`src/hw/rtl/amm_pkg.sv`:
```
`timescale 1ns / 1ps
`default_nettype none
// ----------------------------------------------------------------------------
// Audio matrix mixer package
// Shared item layout, fixed-point widths and codes for the mixer cells.
// ----------------------------------------------------------------------------
package amm_pkg;

  // Number of sample fields that exist on each side of the stream.
  localparam int FIELD_CH   = 4;
  localparam int SMP_W      = 16;
  localparam int GAIN_W     = 16;
  localparam int IDX_W      = 2;
  localparam int PROD_W     = SMP_W + GAIN_W;
  // Gains are Q4.12, so the mix is brought back to Q1.15 by this shift.
  localparam int FRAC_SHIFT = 12;
  localparam int SAT_MAX    = 32767;
  localparam int SAT_MIN    = -32768;

  typedef enum logic {
    ACT_FRAME = 1'b0,
    ACT_GAIN  = 1'b1
  } action_e;

  typedef struct packed {
    action_e                                  action;
    logic [IDX_W-1:0]                         in_index;
    logic [IDX_W-1:0]                         out_index;
    logic signed [GAIN_W-1:0]                 gain;
    logic [FIELD_CH-1:0][SMP_W-1:0]           sample;
  } item_t;

endpackage
`default_nettype wire

```
`src/hw/rtl/amm_cell.sv`:
```
`timescale 1ns / 1ps
`default_nettype none
// ----------------------------------------------------------------------------
// Mixer cell
// Holds the gains of one input column, adds its products to the passing sums.
// ----------------------------------------------------------------------------
module amm_cell #(
  parameter int CELL_IDX = 0,
  parameter int NUM_OUT  = 4,
  parameter int ACC_W    = 35
) (
  input  wire                           clk_i,
  input  wire                           rst_ni,
  input  wire                           in_valid_i,
  input  amm_pkg::item_t                in_item_i,
  input  wire [NUM_OUT-1:0][ACC_W-1:0]  in_acc_i,
  output logic                          in_ready_o,
  output logic                          out_valid_o,
  output amm_pkg::item_t                out_item_o,
  output logic [NUM_OUT-1:0][ACC_W-1:0] out_acc_o,
  input  wire                           out_ready_i
);
  import amm_pkg::*;

  logic                          valid_q;
  item_t                         item_q;
  logic [NUM_OUT-1:0][ACC_W-1:0] acc_q, acc_d;
  logic [NUM_OUT-1:0][GAIN_W-1:0] gain_q;
  logic signed [SMP_W-1:0]       smp;
  logic                          take;
  logic                          col_hit;

  assign in_ready_o = !valid_q || out_ready_i;
  assign take       = in_valid_i && in_ready_o;
  assign col_hit    = (in_item_i.action == ACT_GAIN) &&
                      (int'(in_item_i.in_index) == CELL_IDX);

  // Columns beyond the sample fields see silence.
  generate
    if (CELL_IDX < FIELD_CH) begin : g_smp
      assign smp = $signed(in_item_i.sample[CELL_IDX]);
    end else begin : g_zero
      assign smp = '0;
    end
  endgenerate

  always_comb begin
    logic signed [PROD_W-1:0] prod;
    prod = '0;
    for (int r = 0; r < NUM_OUT; r++) begin
      prod     = smp * $signed(gain_q[r]);
      acc_d[r] = ACC_W'($signed(in_acc_i[r]) + prod);
    end
  end

  always_ff @(posedge clk_i or negedge rst_ni) begin
    if (!rst_ni) begin
      valid_q <= 1'b0;
      gain_q  <= '0;
    end else begin
      if (in_ready_o) begin
        valid_q <= in_valid_i;
      end
      for (int r = 0; r < NUM_OUT; r++) begin
        if (take && col_hit && (int'(in_item_i.out_index) == r)) begin
          gain_q[r] <= in_item_i.gain;
        end
      end
    end
  end

  always_ff @(posedge clk_i) begin
    if (take) begin
      item_q <= in_item_i;
      acc_q  <= acc_d;
    end
  end

  assign out_valid_o = valid_q;
  assign out_item_o  = item_q;
  assign out_acc_o   = acc_q;

  // A sample frame never disturbs the stored gains.
  a_frame_keeps_gain: assert property (@(posedge clk_i) disable iff (!rst_ni)
    (take && in_item_i.action == ACT_FRAME) |=> $stable(gain_q))
    else $error("gain changed by a sample frame");

  // Gains only change right after a gain write aimed at this column.
  a_gain_needs_write: assert property (@(posedge clk_i) disable iff (!rst_ni)
    !$stable(gain_q) |-> $past(take && col_hit))
    else $error("gain changed without a write");

  // A held word is only released when the next stage takes it.
  a_drop_needs_ready: assert property (@(posedge clk_i) disable iff (!rst_ni)
    (valid_q && !out_ready_i) |=> valid_q)
    else $error("cell dropped a stalled word");

endmodule
`default_nettype wire

```
`config.mk`:
```
export PLATFORM = sky130hd
export DESIGN_NAME = amm_cell
export DESIGN_NICKNAME = d
export VERILOG_FILES = /design/src/hw/rtl/amm_pkg.sv /design/src/hw/rtl/amm_cell.sv
export SDC_FILE = /design/constraint.sdc
export NUM_CORES = 2
export LEC_CHECK = 0
export ABC_CLOCK_PERIOD_IN_PS = 12970
export BUFFER_PORTS_ARGS = -buffer_cell sky130_fd_sc_hd__buf_2
export CAP_MARGIN = 20
export CORE_MARGIN = 4
export CORE_UTILIZATION = 40
export DETAILED_ROUTE_END_ITERATION = 7
export HOLD_SLACK_MARGIN = 0.15
export PLACE_DENSITY_LB_ADDON = 0.08
export RECOVER_POWER = 100
export REMOVE_ABC_BUFFERS = 1
export SKIP_LAST_GASP = 1
export SYNTH_ARGS = -nofsm -noshare
export SYNTH_HDL_FRONTEND = slang
export SYNTH_SLANG_ARGS = --single-unit
```
`constraint.sdc`:
```
create_clock -name clk_i -period 12.97 [get_ports clk_i]
set_input_delay 1.297 -clock clk_i [delete_from_list [all_inputs] [get_ports clk_i]]
set_output_delay 1.297 -clock clk_i [all_outputs]
set_load 0.02 [all_outputs]
```
==> out/results.env <==
ANTENNA_FOUND_INITIAL=16
CP_DATA_ARRIVAL_TIME_NS=10.60
MAPPEDNETLISTAREA_MM2=0.0552
COUNT_OF_INSTANCES_RESIZED_AFTER_THE_CLOCK_TREE_IS_BUILT=0
ROUTED_WIRE_LENGTH_PER_INSTANCE_UM=19.2
SYNTH-ASYNC-RESET-RATIO=0.224
SYNTH_SEQUENTIAL_AREA_RATIO=0.152
WORST_SETUP_PATH_END_KIND='flop'
CLK_PATH_BUF_DEPTH=3
FINAL_NET_COUNT=7617
GRT_SETUP_UNREPAIRED='no'
TIMING.CRITICAL_PATH.REQUIRED_NS=13.36
WORST_SLEW_MARGIN_REL=-3.96
PLACEMENT.SETUP.WORST_SLACK_NS=4.31
RR_STARTPOINT='out_valid_o'
SYN_AREA_PER_CELL_UM2=10.2
HOLD_PATH_DEPTH=2
PLACEABLECOREAREA_MM2=0.136
GRT_PASS1_WL_MM=231
POSTROUTEANTENNANETS=0
DIE_WIDTH_UM=379
TIMING.HOLD.WORST.CLASS='reg -> reg'
REPORT.FINAL.SETUP_VIOL=0
GRT.OVERFLOW.TOTAL=0
DRIVE_GT1_FRAC=0.0600
CTS-HOLD-FIX-BUFFERS=0
DIE_H_UM=379
DIEAREA_MM2=0.144
POST-ROUTE-PERIOD-UTIL=0.787
DRC=0
SYNTH_ENABLE_FLOP_CELLS=225
FIRST_GLOBAL_VIAS=40100
STATUS='finished with violations'
TIMING.FINAL.WS_SETUP_NS=2.77
HOLD_SP='out_valid_o'
FLIP_FLOP_AND_LATCH_COUNT_AFTER_SYNTHESIS=290
SYN-INSTANCE-COUNT=5417
SYNTH.YOSYS.WARNINGS=0
CAP_VIOL_MAX_COUNT=20
REGTOREGENDPOINT='out_item_o[74]'
REG2REG_SLACK_NS=4.21
NUMBER_OF_CELL_ROWS=135
POST-DP-HPWL_MM=117
AREAGROWTHSYNTHTOFINISH_PCT=8.92
SLEW_VIOLATIONS=1036
CTS_TREE='done'
YS_TYPES=78
CLOCKROOTBUFFER='clkbuf_16'
HOLD_ENDPOINT='out_valid_o'
CLOCK_SINKS=290
INITIAL_CORE_UTILIZATION=0.405
TIMING.FMAX_MHz=98.0
INSERTION_DELAY_NS=0.66
PORTBUFFERS=455
YOSYSTOPAREACELLSHARE=0.450
FINAL_WORST_CLOCK_SKEW_NS=0.0508
CTS-BUFFERS-INSERTED=42
CLKSLEWWORSTSETUPHOLDPATHS_NS=0.06
NUM_IO_PINS=456
GRT_USE_TOTAL=0.210
TIMING.SETUP.TNS_NS=0
DRT-TOTAL-WL_MM=145
VIAS=36500
MAXIMUM_FANOUT_ALONG_THE_WORST_PATH=65
YOSYS.AREA.TOP_TYPE='fa_1'
TIMING.REG2REG.WORST_PATH_DEPTH=3
DESIGN_AREA_MM2=0.0601
FAILING_CHECKS='capacitance limit, slew limit'
GP_CONGESTION=0.828
WS_PATH_TYPE='in -> reg'
MAIN_SYNTH_FF_TYPE='edfxtp_1'
ROUTE.DETAILED.VIAS_PER_INST=4.83
WORSTSETUPSTARTPOINTTYPE='input port'
DRT_FIRST_ITER_VIOLATIONS=1700
FIN_HOLD_VIOLS=0
DETAILED_PLACE.AREA_MM2=0.0591
WORST_PIN_SLEW_NS=7.44
SYNTHTOPCELLSBYAREA='fa_1 (45%), edfxtp_1 (12%), inv_1 (10%)'
CTS_SETUP_BUFFERS=0
LAYOUT_MIN_CYCLE_TIME_NS=10.20
DRT-PASS1-ITER-COUNT=7
LARGEST_NET_DEGREE_AT_THE_START_OF_GLOBAL_ROUTING=130
CTS-HTREE-LEVELS=2
[logic make-up after synthesis]
group | count (synthesis) | synth area share
buf+inv | 1681 | 0.114
fa+ha+maj | 1656 | 0.544
simple gates | 1283 | 0.116
compound gates | 302 | 0.0380
flops | 290 | 0.152
xor+xnor | 143 | 0.0227
mux | 62 | 0.0126
[cell usage in the layout, fill, tap and decap left out, types with 53 or more instances in the layout]
| master | n |
|---|---|
| a21oi_1 | 84 |
| and2_1 | 483 |
| buf_2 | 197 |
| clkbuf_1 | 279 |
| dfrtp_1 | 65 |
| edfxtp_1 | 225 |
| fa_1 | 1240 |
| ha_1 | 416 |
| inv_1 | 1469 |
| mux2_2 | 60 |
| nand2_1 | 524 |
| nor2_1 | 122 |
| o21ai_0 | 53 |
| xnor2_1 | 114 |
[state kept, by name, summed over array words and instances, names as in the netlist]
signal,flops
out_item_o,85
gain_q,64
out_valid_o,1
out_acc_o,140
[cells in the mapped netlist (all sizes together), types with 22 or more instances]
library cell / count
o21ai: 58
a21oi: 85
inv: 1469
mux2: 60
ha: 416
xnor2: 114
and2: 493
fa: 1240
clkbuf: 207
a21o: 32
edfxtp: 225
o21bai: 22
dfrtp: 65
nand3: 25
xor2: 29
nor2: 122
nand2: 524
[area by class of cell]
class | count | area, µm²
sequential | 290 | 8380
clock inverter | 24 | 254
fill | 13500 | 76100
clock buffer | 54 | 1160
multi-input combinational | 3446 | 40400
inverter | 1472 | 5530
tap | 1781 | 2230
timing repair buffer | 480 | 2090
antenna | 8 | 20.0
[layer usage]
| metal | GRT usage | wire length, µm | up-vias |
|---|---|---|---|
| met2 | 0.348 | 69500 | 759 |
| li1 | - | - | 16600 |
| met1 | 0.289 | 64100 | 19000 |
| met4 | 0.0499 | 3580 | 6 |
| met5 | 0 | 40 | - |
| met3 | 0.0343 | 8140 | 134 |
[metrics by stage]
step / hold WS, ns / utilization / instances
after CTS: 0.532 / 0.444 / 7547
after floorplan: 0.685 / - / 5208
final: 0.520 / 0.441 / 7555
after global placement: 0.511 / 0.434 / 7469
after global routing: 0.577 / 0.441 / 7548
after detailed placement: 0.523 / 0.434 / 7469
[worst max path at each step]
| stage | from | endpoint |
|---|---|---|
| 2_1_floorplan | out_ready_i | gain_q[16] |
| 3_3_place_gp | in_item_i[15] | out_acc_o[68] |
| 3_5_place_dp | in_item_i[15] | out_acc_o[69] |
| 4_1_cts | in_item_i[15] | out_acc_o[69] |
| 5_1_grt | in_item_i[6] | out_acc_o[69] |
| 6_report | in_item_i[6] | out_acc_o[68] |
[worst max-delay path: stages]
cell and delay [ns]:
clkbuf_1 2.93, nand2_1 0.28, fa_1 0.71, inv_1 0.05, fa_1 0.49, inv_1 0.05, fa_1 0.53, inv_1 0.06
fa_1 0.45, fa_1 0.49, inv_1 0.05, fa_1 0.47, inv_1 0.04, ha_1 0.34, a21oi_1 0.18, o221ai_1 0.25
a221oi_2 0.37, o211ai_1 0.21, a31oi_4 0.22, o21bai_1 0.10, a2111o_1 0.47, nand4_1 0.10, or3b_1 0.36
Power is not shown: default switching activity piles up to over one toggle a cycle in this logic, so the estimate is an artifact.
