**config.mk**
```make
export PLATFORM = sky130hd
export DESIGN_NAME = amm_out
export DESIGN_NICKNAME = d
export VERILOG_FILES = /design/src/hw/rtl/amm_pkg.sv /design/src/hw/rtl/amm_out.sv
export SDC_FILE = /design/constraint.sdc
export NUM_CORES = 1
export LEC_CHECK = 0
export BUFFER_PORTS_ARGS = -buffer_cell sky130_fd_sc_hd__buf_2
export CAP_MARGIN = 40
export CORE_AREA = 3 3 113 115
export DETAILED_ROUTE_END_ITERATION = 7
export DIE_AREA = 0 0 116 118
export HOLD_SLACK_MARGIN = 0.1
export PLACE_DENSITY = 0.61
export SLEW_MARGIN = 15
export SYNTH_ARGS = -nofsm -noshare
export SYNTH_HDL_FRONTEND = slang
export SYNTH_SLANG_ARGS = --single-unit
```
**constraint.sdc**
```tcl
create_clock -name clk_i -period 7.7 [get_ports clk_i]
set_clock_uncertainty 0.1 [all_clocks]
set_input_delay 0.385 -clock clk_i [delete_from_list [all_inputs] [get_ports clk_i]]
set_output_delay 0.385 -clock clk_i [all_outputs]
set_load 0.1 [all_outputs]
```
**src/hw/rtl/amm_pkg.sv**
```systemverilog
`timescale 1ns / 1ps
`default_nettype none
// ----------------------------------------------------------------------------
// Audio matrix mixer package
// Shared item layout, fixed-point widths and codes for the mixer cells.
// ----------------------------------------------------------------------------
package amm_pkg;

  // Number of sample fields that exist on each side of the stream.
  localparam int FIELD_CH   = 4;
  localparam int SMP_W      = 16;
  localparam int GAIN_W     = 16;
  localparam int IDX_W      = 2;
  localparam int PROD_W     = SMP_W + GAIN_W;
  // Gains are Q4.12, so the mix is brought back to Q1.15 by this shift.
  localparam int FRAC_SHIFT = 12;
  localparam int SAT_MAX    = 32767;
  localparam int SAT_MIN    = -32768;

  typedef enum logic {
    ACT_FRAME = 1'b0,
    ACT_GAIN  = 1'b1
  } action_e;

  typedef struct packed {
    action_e                                  action;
    logic [IDX_W-1:0]                         in_index;
    logic [IDX_W-1:0]                         out_index;
    logic signed [GAIN_W-1:0]                 gain;
    logic [FIELD_CH-1:0][SMP_W-1:0]           sample;
  } item_t;

endpackage
`default_nettype wire

```
**src/hw/rtl/amm_out.sv**
```systemverilog
`timescale 1ns / 1ps
`default_nettype none
// ----------------------------------------------------------------------------
// Mixer output stage
// Scales the finished sums back to Q1.15, saturates and holds the frame.
// ----------------------------------------------------------------------------
module amm_out #(
  parameter int NUM_OUT = 4,
  parameter int ACC_W   = 35
) (
  input  wire                                           clk_i,
  input  wire                                           rst_ni,
  input  wire                                           in_valid_i,
  input  amm_pkg::item_t                                in_item_i,
  input  wire [NUM_OUT-1:0][ACC_W-1:0]                  in_acc_i,
  output logic                                          in_ready_o,
  output logic                                          out_valid_o,
  output logic [amm_pkg::FIELD_CH-1:0][amm_pkg::SMP_W-1:0] out_sample_o,
  input  wire                                           out_ready_i
);
  import amm_pkg::*;

  localparam int SH_W = ACC_W - FRAC_SHIFT;
  localparam logic signed [SH_W-1:0] HI = SH_W'(SAT_MAX);
  localparam logic signed [SH_W-1:0] LO = SH_W'(SAT_MIN);

  logic                              valid_q;
  logic [FIELD_CH-1:0][SMP_W-1:0]    smp_q, smp_d;
  logic                              is_frame;
  logic                              load;

  assign is_frame   = (in_item_i.action == ACT_FRAME);
  // Gain writes end here and never wait on the output register.
  assign in_ready_o = !valid_q || out_ready_i || !is_frame;
  assign load       = in_valid_i && in_ready_o && is_frame;

  always_comb begin
    logic signed [SH_W-1:0] sh;
    sh    = '0;
    smp_d = '0;
    for (int j = 0; j < FIELD_CH; j++) begin
      if (j < NUM_OUT) begin
        // Arithmetic shift gives rounding toward minus infinity.
        sh = SH_W'($signed(in_acc_i[j]) >>> FRAC_SHIFT);
        if (sh > HI) begin
          smp_d[j] = SMP_W'(SAT_MAX);
        end else if (sh < LO) begin
          smp_d[j] = SMP_W'(SAT_MIN);
        end else begin
          smp_d[j] = sh[SMP_W-1:0];
        end
      end
    end
  end

  always_ff @(posedge clk_i or negedge rst_ni) begin
    if (!rst_ni) begin
      valid_q <= 1'b0;
    end else if (load) begin
      valid_q <= 1'b1;
    end else if (out_ready_i) begin
      valid_q <= 1'b0;
    end
  end

  always_ff @(posedge clk_i) begin
    if (load) begin
      smp_q <= smp_d;
    end
  end

  assign out_valid_o  = valid_q;
  assign out_sample_o = smp_q;

  // Every frame that reaches this stage becomes a result word.
  a_frame_loads: assert property (@(posedge clk_i) disable iff (!rst_ni)
    load |=> valid_q)
    else $error("frame lost in output stage");

  // A gain write never produces a result word.
  a_write_silent: assert property (@(posedge clk_i) disable iff (!rst_ni)
    (in_valid_i && !is_frame && valid_q && !out_ready_i) |=> $stable(smp_q))
    else $error("gain write reached the output");

endmodule
`default_nettype wire

```
==> flow_summary.json, run 1 <==
{
  "htree_levels": 3,
  "grt_remaining_overflow": 0,
  "synth.ff_latch_count": 65,
  "post_cts_buffers": 0,
  "worst-endpoint-required_ns": 7.21,
  "die_ar_sq_um": 13690,
  "power.leakage_nw": 1.756,
  "syn_area_per_cell_sq_um": 13.27,
  "fin_nets": 608,
  "die_height_um": 118,
  "power-per-cell-area_nw_per_um2": 229.2,
  "antenna_cells": 0,
  "fillCellCount": 1206,
  "post-route-cell-area_sq_um": 4223,
  "layout-drive-gt1-share_pct": 48.70,
  "gr-usage-all-layers_pct": 11.71,
  "insertion_delay_ns": 0.32,
  "routed-via-count": 2532,
  "gp_congestion": 0.7561,
  "grt_max_degree": 65,
  "mostFrequentLayoutCell": "buf_2",
  "flow.area_growth_from_synthesis_pct": 39.00,
  "syn-num-nets": 458,
  "tightest_slew_ns": 0.8181,
  "clock_sinks": 65,
  "postSynth.asyncResetShare_pct": 1.538,
  "mappedNetlistArea_sq_um": 3038,
  "wl_um": 8035,
  "setup_tns_ns": 0,
  "timing_hold_violations_final": 0,
  "multi_input_gate_area_sq_um": 965.9,
  "route.detailed.vias_per_inst": 4.768,
  "synth_sequential_area_ratio_pct": 64.09,
  "synth_warnings": 0,
  "maxCapViolCount": 0,
  "ant_nets": 0,
  "io_pins": 295,
  "port_buffers": 162,
  "most-common-layout-cells": "buf_2 (162), edfxtp_1 (64), a2bb2oi_1 (30), nand4_1 (18), nand3_1 (17)",
  "floorplan.die.width_um": 116,
  "setup.worst_path.end_class": "primary output",
  "place_area_sq_um": 3949,
  "slew_violations": 0,
  "count_of_flip_flops_with_a_built_in_enable_after_synthesis": 64,
  "finalWorstPathRequiredPeriod_ns": 1.891,
  "fp-row-count": 40,
  "synthCells": 229,
  "p_total_mw": 0.9677,
  "synthFlopType": "edfxtp_1",
  "startpoint_class": "flop",
  "cts_bufs_inserted": 9,
  "register_area_sq_um": 1947,
  "clock_tree.root_cell": "clkbuf_16",
  "max_slew_margin_pct": 45.46,
  "ir_worst_vdd_mv": 0.06994,
  "grt_pass1_vias": 2481,
  "outcome": "finished, final reports clean",
  "detail_route.iter0.violations": 87,
  "detailedRoute.firstPassIterationCount": 4,
  "cp_data_arrival_time_ns": 1.41,
  "antenna_found_initial": 0,
  "timing.setup.critical_path_class": "reg2out",
  "detail_route.wl_per_cell_um": 15.13,
  "hpwl_um": 6051,
  "unrepaired_setup_endpoints_after_global_routing": "false",
  "grt_pass1_wl_um": 12470,
  "achievable-frequency_ghz": 0.5289,
  "core-area_sq_um": 11910,
  "setup_viol_count_final": 0,
  "detail_route.drc_violations": 0,
  "synth.lib_cells_used.distinct": 28,
  "clock_slew_at_reported_path_ffs_ns": 0.06,
  "initial_utilization_pct": 25.50,
  "cts_tree": "done",
  "timing.hold.worst.class": "in2reg",
  "timing.critical_path.fanout_max": 3,
  "cts.path.max_buffers": 2,
  "post-route-period-util_pct": 24.55
}
timing repair:
action,4_1_cts,5_1_grt
resized for setup,0,0
hold buffers,1,0
hold endpoints to repair,1,0
report_power, final:
part / leakage (nW) / internal [mW] / total, mW / switching, mW
Combinational: 1.02 / 0.0443 / 0.194 / 0.150
Clock: 0.130 / 0.215 / 0.361 / 0.146
Sequential: 0.605 / 0.409 / 0.412 / 0.00392
Total: 1.76 / 0.668 / 0.968 / 0.300
metrics by stage:
| step | hold WS [ns] | worst slack [ns] | std cells | utilization (%) |
|---|---|---|---|---|
| after floorplan | -0.01059 | 3.056 | 229 | - |
| after global placement | 0.06136 | 5.743 | 511 | 32.96 |
| after detailed placement | 0.06211 | 5.693 | 514 | 33.15 |
| after CTS | 0.1637 | 5.784 | 531 | 35.45 |
| after global routing | 0.1724 | 5.733 | 531 | 35.45 |
| final | 0.1828 | 5.809 | 531 | 35.45 |
metal layers:
layer,global-route usage [%],share of wire (%),routed length [um]
met2,17.73,46,3721
met4,5.366,1.4,112
met1,14.34,42,3374
met3,4.987,10,826
met5,0,0,0
cell usage after synthesis, types with 2 or more instances:
cell | n | area share, %
clkbuf_1 | 25 | 3.1
inv_1 | 3 | 0.37
a21o_1 | 14 | 3.5
o2bb2ai_1 | 4 | 1.2
a2bb2oi_1 | 30 | 8.6
o31ai_1 | 11 | 2.7
or3_1 | 2 | 0.41
a21oi_1 | 2 | 0.33
a21bo_1 | 6 | 2.0
edfxtp_1 | 64 | 63
nor3_1 | 7 | 1.2
nand3_1 | 17 | 2.8
and4_1 | 2 | 0.58
o21ai_0 | 3 | 0.49
nand2_1 | 3 | 0.37
a21bo_2 | 5 | 1.6
nand4_1 | 18 | 3.7
nor4_1 | 3 | 0.62
cells by family after synthesis:
| family | Yosys count | synth area share, % |
|---|---|---|
| compound gates | 76 | 20.68 |
| flops | 65 | 64.09 |
| simple gates | 57 | 10.75 |
| buf+inv | 31 | 4.489 |
area by class of cell:
class / instances / share of cell area, %
Clock buffer: 10 / 5.422
Clock inverter: 6 / 0.8296
Inverter: 3 / 0.2667
Multi-Input combinational cell: 133 / 22.87
Sequential cell: 65 / 46.10
Tap cell: 147 / 4.356
Timing Repair Buffer: 167 / 20.15
path summary, 6_finish.rpt:
path                       slack, ns                    start  cells past startpoint                             end
max                             5.81  out_valid_o$_DFFE_PN0P_                      3                      in_ready_o
min                             0.18            in_acc_i[104]                      1  out_sample_o[47]$_SDFFCE_PN0P_
max reg2reg                     5.98  out_valid_o$_DFFE_PN0P_                      2  out_sample_o[36]$_SDFFCE_PN1P_
min reg2reg                     0.51  out_valid_o$_DFFE_PN0P_                      2         out_valid_o$_DFFE_PN0P_
max in group asynchronous       7.14                   rst_ni                      2         out_valid_o$_DFFE_PN0P_
min in group asynchronous       0.28                   rst_ni                      2         out_valid_o$_DFFE_PN0P_
state kept, by name, summed over array words and instances, names as in the netlist:
name          count
out_sample_o     64
out_valid_o       1
critical path, stage by stage (launching register included):
cell,delay [ns]
dfrtp_1,0.40
inv_1,0.07
or3_1,0.31
buf_2,0.30
(Power assumes the default switching activity.)
==> run 2: changes to the inputs <==
Settings changed: ABC_AREA from default to 1, CORE_AREA 3 3 113 115 to 3 3 114 116, DIE_AREA 0 0 116 118 to 0 0 117 119.
Clock period 7.7 ns to 1.5 ns, I/O delays scaled along.
==> run 2 against run 1 <==
- the run now ends with setup timing left
- die area rose by 1.7%
- largest power group unchanged
- combinational power rose to 6.2 times the previous value
- critical path type unchanged
- non-clock buffer count rose by 69
- total power rose to 5.6 times the previous value
- sequential power rose to 5.2 times the previous value
- design area rose by 15%
- highest routed layer unchanged
- synthesized cell count rose by 14%
- synthesized area fell by 5.3%
- global-route usage rose by 1.6 points
==> flow_summary.json, run 2 <==
{
  "ant_nets": 0,
  "detailedRoute.firstPassIterationCount": 4,
  "finalWorstSetupSlack_ns": -0.05803,
  "critical_path.top_delay_family": "flip-flops",
  "fin_nets": 724,
  "layout-drive-gt1-share_pct": 41.48,
  "antenna_cells": 0,
  "hpwl_um": 6220,
  "register_area_sq_um": 1951,
  "power_frac_seq_pct": 39.0,
  "grt_pass1_wl_um": 14230,
  "core-area_sq_um": 12010,
  "timing.setup.critical_path_class": "reg2out",
  "critPathBufInv": 3,
  "synth_warnings": 0,
  "cts_tree": "done",
  "met3WireLength_um": 556,
  "synth.most_common_cell": "nand2_1",
  "wl_met1_um": 3720,
  "mostFrequentLayoutCell": "buf_2",
  "post-route-period-util_pct": 103.9,
  "critical_path_depth_in_cells": 5,
  "place_area_sq_um": 3794,
  "synthFlopType": "edfxtp_1",
  "cts_bufs_inserted": 9,
  "route.detailed.vias_per_inst": 4.214,
  "synth.ff_latch_count": 65,
  "yosysTopAreaCellShare_pct": 66.81,
  "grt_pass1_vias": 2852,
  "initial_utilization_pct": 23.95,
  "ir_worst_vdd_mv": 0.3880,
  "setup_viol_count_final": 45,
  "power.leakage_nw": 2.183,
  "syn_area_per_cell_sq_um": 11.06,
  "path_cells": "inv_2 -> nor2_4 -> inv_1 -> or2_4 -> buf_12",
  "clock_slew_at_reported_path_ffs_ns": 0.05,
  "gr-usage-all-layers_pct": 13.34,
  "die_ar_sq_um": 13920,
  "hold_path_depth": 4,
  "outcome": "finished with violations",
  "achievable-frequency_ghz": 0.6418,
  "timing.hold.worst.class": "in2reg",
  "postSynth.asyncResetShare_pct": 1.538,
  "clkPwrFrac_pct": 38.9,
  "grt_remaining_overflow": 0,
  "timing_hold_violations_final": 0,
  "critical_path.max_stage_delay_ns": 0.42,
  "synthCells": 260,
  "yosysTopAreaCell": "edfxtp_1",
  "startpoint_class": "flop",
  "detail_route.wl_per_cell_um": 14.32,
  "detail_route.drc_violations": 0,
  "unrepaired_setup_endpoints_after_global_routing": "true",
  "antenna_found_initial": 0,
  "finalWorstPathRequiredPeriod_ns": 1.558,
  "clock_sinks": 65,
  "insertion_delay_ns": 0.32,
  "setup.worst_path.end_class": "primary output",
  "place_inst": 559,
  "synth.area.top_cells": "edfxtp_1 (67%), nand2_1 (17%), nand2_2 (2.8%)",
  "tightest_slew_ns": 0.5175,
  "slew_violations": 0,
  "cp_data_arrival_time_ns": 1.38,
  "p_sw_share_pct": 28.74,
  "clock_tree.root_cell": "clkbuf_16",
  "port_buffers": 162,
  "power.net_switching_mw": 1.567,
  "gp_congestion": 0.8568,
  "most-common-layout-cells": "buf_2 (161), nand2_1 (134), dlygate4sd3_1 (68), edfxtp_1 (64), nor2_1 (15)",
  "floorplan.die.width_um": 117,
  "yosys-top-cells-count": "nand2_1 (134), edfxtp_1 (64), nor2_1 (16)",
  "layoutNonFillerInstCount": 646,
  "worst-endpoint-required_ns": 1.32,
  "share_comb_of_total_power_pct": 22.1,
  "power-per-cell-area_nw_per_um2": 1120,
  "post-route-cell-area_sq_um": 4866,
  "dr_wl_met2_um": 4691,
  "synth.lib_cells_used.distinct": 16,
  "flow.area_growth_from_synthesis_pct": 69.16,
  "cts.path.max_buffers": 2,
  "grt_max_degree": 23,
  "syn-num-nets": 489,
  "power_report.internal_total_mw": 3.885,
  "htree_levels": 3,
  "io_pins": 295,
  "routed-via-count": 2722,
  "die_height_um": 119,
  "multi_input_gate_area_sq_um": 799.5,
  "violations": "setup timing",
  "r2r_cells": 5,
  "wl_um": 9252,
  "fp-row-count": 40,
  "max_slew_margin_pct": 65.74,
  "top_layer": "met4",
  "count_of_flip_flops_with_a_built_in_enable_after_synthesis": 64,
  "p_total_mw": 5.452,
  "detail_route.iter0.violations": 128,
  "maxCapViolCount": 0,
  "cell_type_of_the_slowest_stage_on_the_worst_timing_path": "dfrtp_4",
  "synth_sequential_area_ratio_pct": 67.68,
  "fillCellCount": 1160,
  "timing.critical_path.fanout_max": 2,
  "mappedNetlistArea_sq_um": 2877,
  "largest_reg_flops": 64
}
-- run 2: final cells by class --
| type | count | share of cell area [%] |
|---|---|---|
| timing repair buffer | 236 | 32.99 |
| inverter | 7 | 0.5400 |
| clock buffer | 10 | 4.706 |
| sequential | 65 | 40.09 |
| tap | 147 | 3.780 |
| multi-input combinational | 176 | 16.43 |
| clock inverter | 5 | 1.466 |
-- run 2: kinds of logic after synthesis --
family                 synth area share (%)
AOI/OAI and AO/OA                     2.784
and+or+nand+nor                       24.27
DFF                                   67.68
buffers and inverters                 5.263
-- run 2: final timing paths --
| path | startpoint | endpoint | slack [ns] |
|---|---|---|---|
| max in group asynchronous | rst_ni | out_valid_o$_DFFE_PN0P_ | 0.61 |
| worst min-delay path | out_ready_i | out_valid_o$_DFFE_PN0P_ | 0.04 |
| min in group asynchronous | rst_ni | out_valid_o$_DFFE_PN0P_ | 0.54 |
| worst min register to register | out_valid_o$_DFFE_PN0P_ | out_valid_o$_DFFE_PN0P_ | 0.72 |
| worst max register to register | out_valid_o$_DFFE_PN0P_ | out_sample_o[40]$_SDFFCE_PN1P_ | -0.04 |
| worst max-delay path | out_valid_o$_DFFE_PN0P_ | in_ready_o | -0.06 |
-- run 2: repair_timing --
| action | CTS | global route |
|---|---|---|
| buffers inserted | 2 | 0 |
| resized for setup | 7 | 0 |
| gates cloned | 1 | 1 |
| pin swaps | 1 | 0 |
| endpoints found under the setup margin | 65 | 66 |
| hold buffers | 68 | 1 |
| endpoints found under the hold margin | 66 | 1 |
-- run 2: power groups by stage --
stage / sequential [mW] / combinational (mW) / clock [mW]
after global placement: 2.16 / 1.02 / 0
after global routing: 2.13 / 1.27 / 2.28
after CTS: 2.13 / 1.20 / 2.19
after floorplan: 2.71 / 0.234 / 0
after detailed placement: 2.16 / 1.03 / 0
final: 2.13 / 1.20 / 2.12
-- run 2: metrics by stage --
stage / setup slack (ns) / utilization, % / TNS, ns / hold slack [ns]
global placement: -0.06347 / 31.58 / -1.985 / -0.2499
finish: -0.05803 / 40.51 / -1.273 / 0.04220
CTS: -0.03167 / 40.30 / -0.03167 / 0.1677
floorplan: -1.346 / - / -86.12 / -0.3206
detailed placement: -0.06675 / 31.58 / -2.151 / -0.2483
global route: -0.1000 / 40.51 / -4.083 / 0.07176
-- run 2: per-layer routing --
metal	GRT usage, %	vias to the layer above
li1	-	1310
met1	15.61	1271
met2	22.08	119
met3	3.608	22
met4	6.810	0
met5	0	-
-- run 2: worst reg2reg max path: cells and delay by family (launching register included) --
| kind | cells | cell delay [ns] |
|---|---|---|
| buffers and inverters | 3 | 0.45 |
| flip-flops | 1 | 0.48 |
| AND/OR/NAND/NOR | 2 | 0.22 |
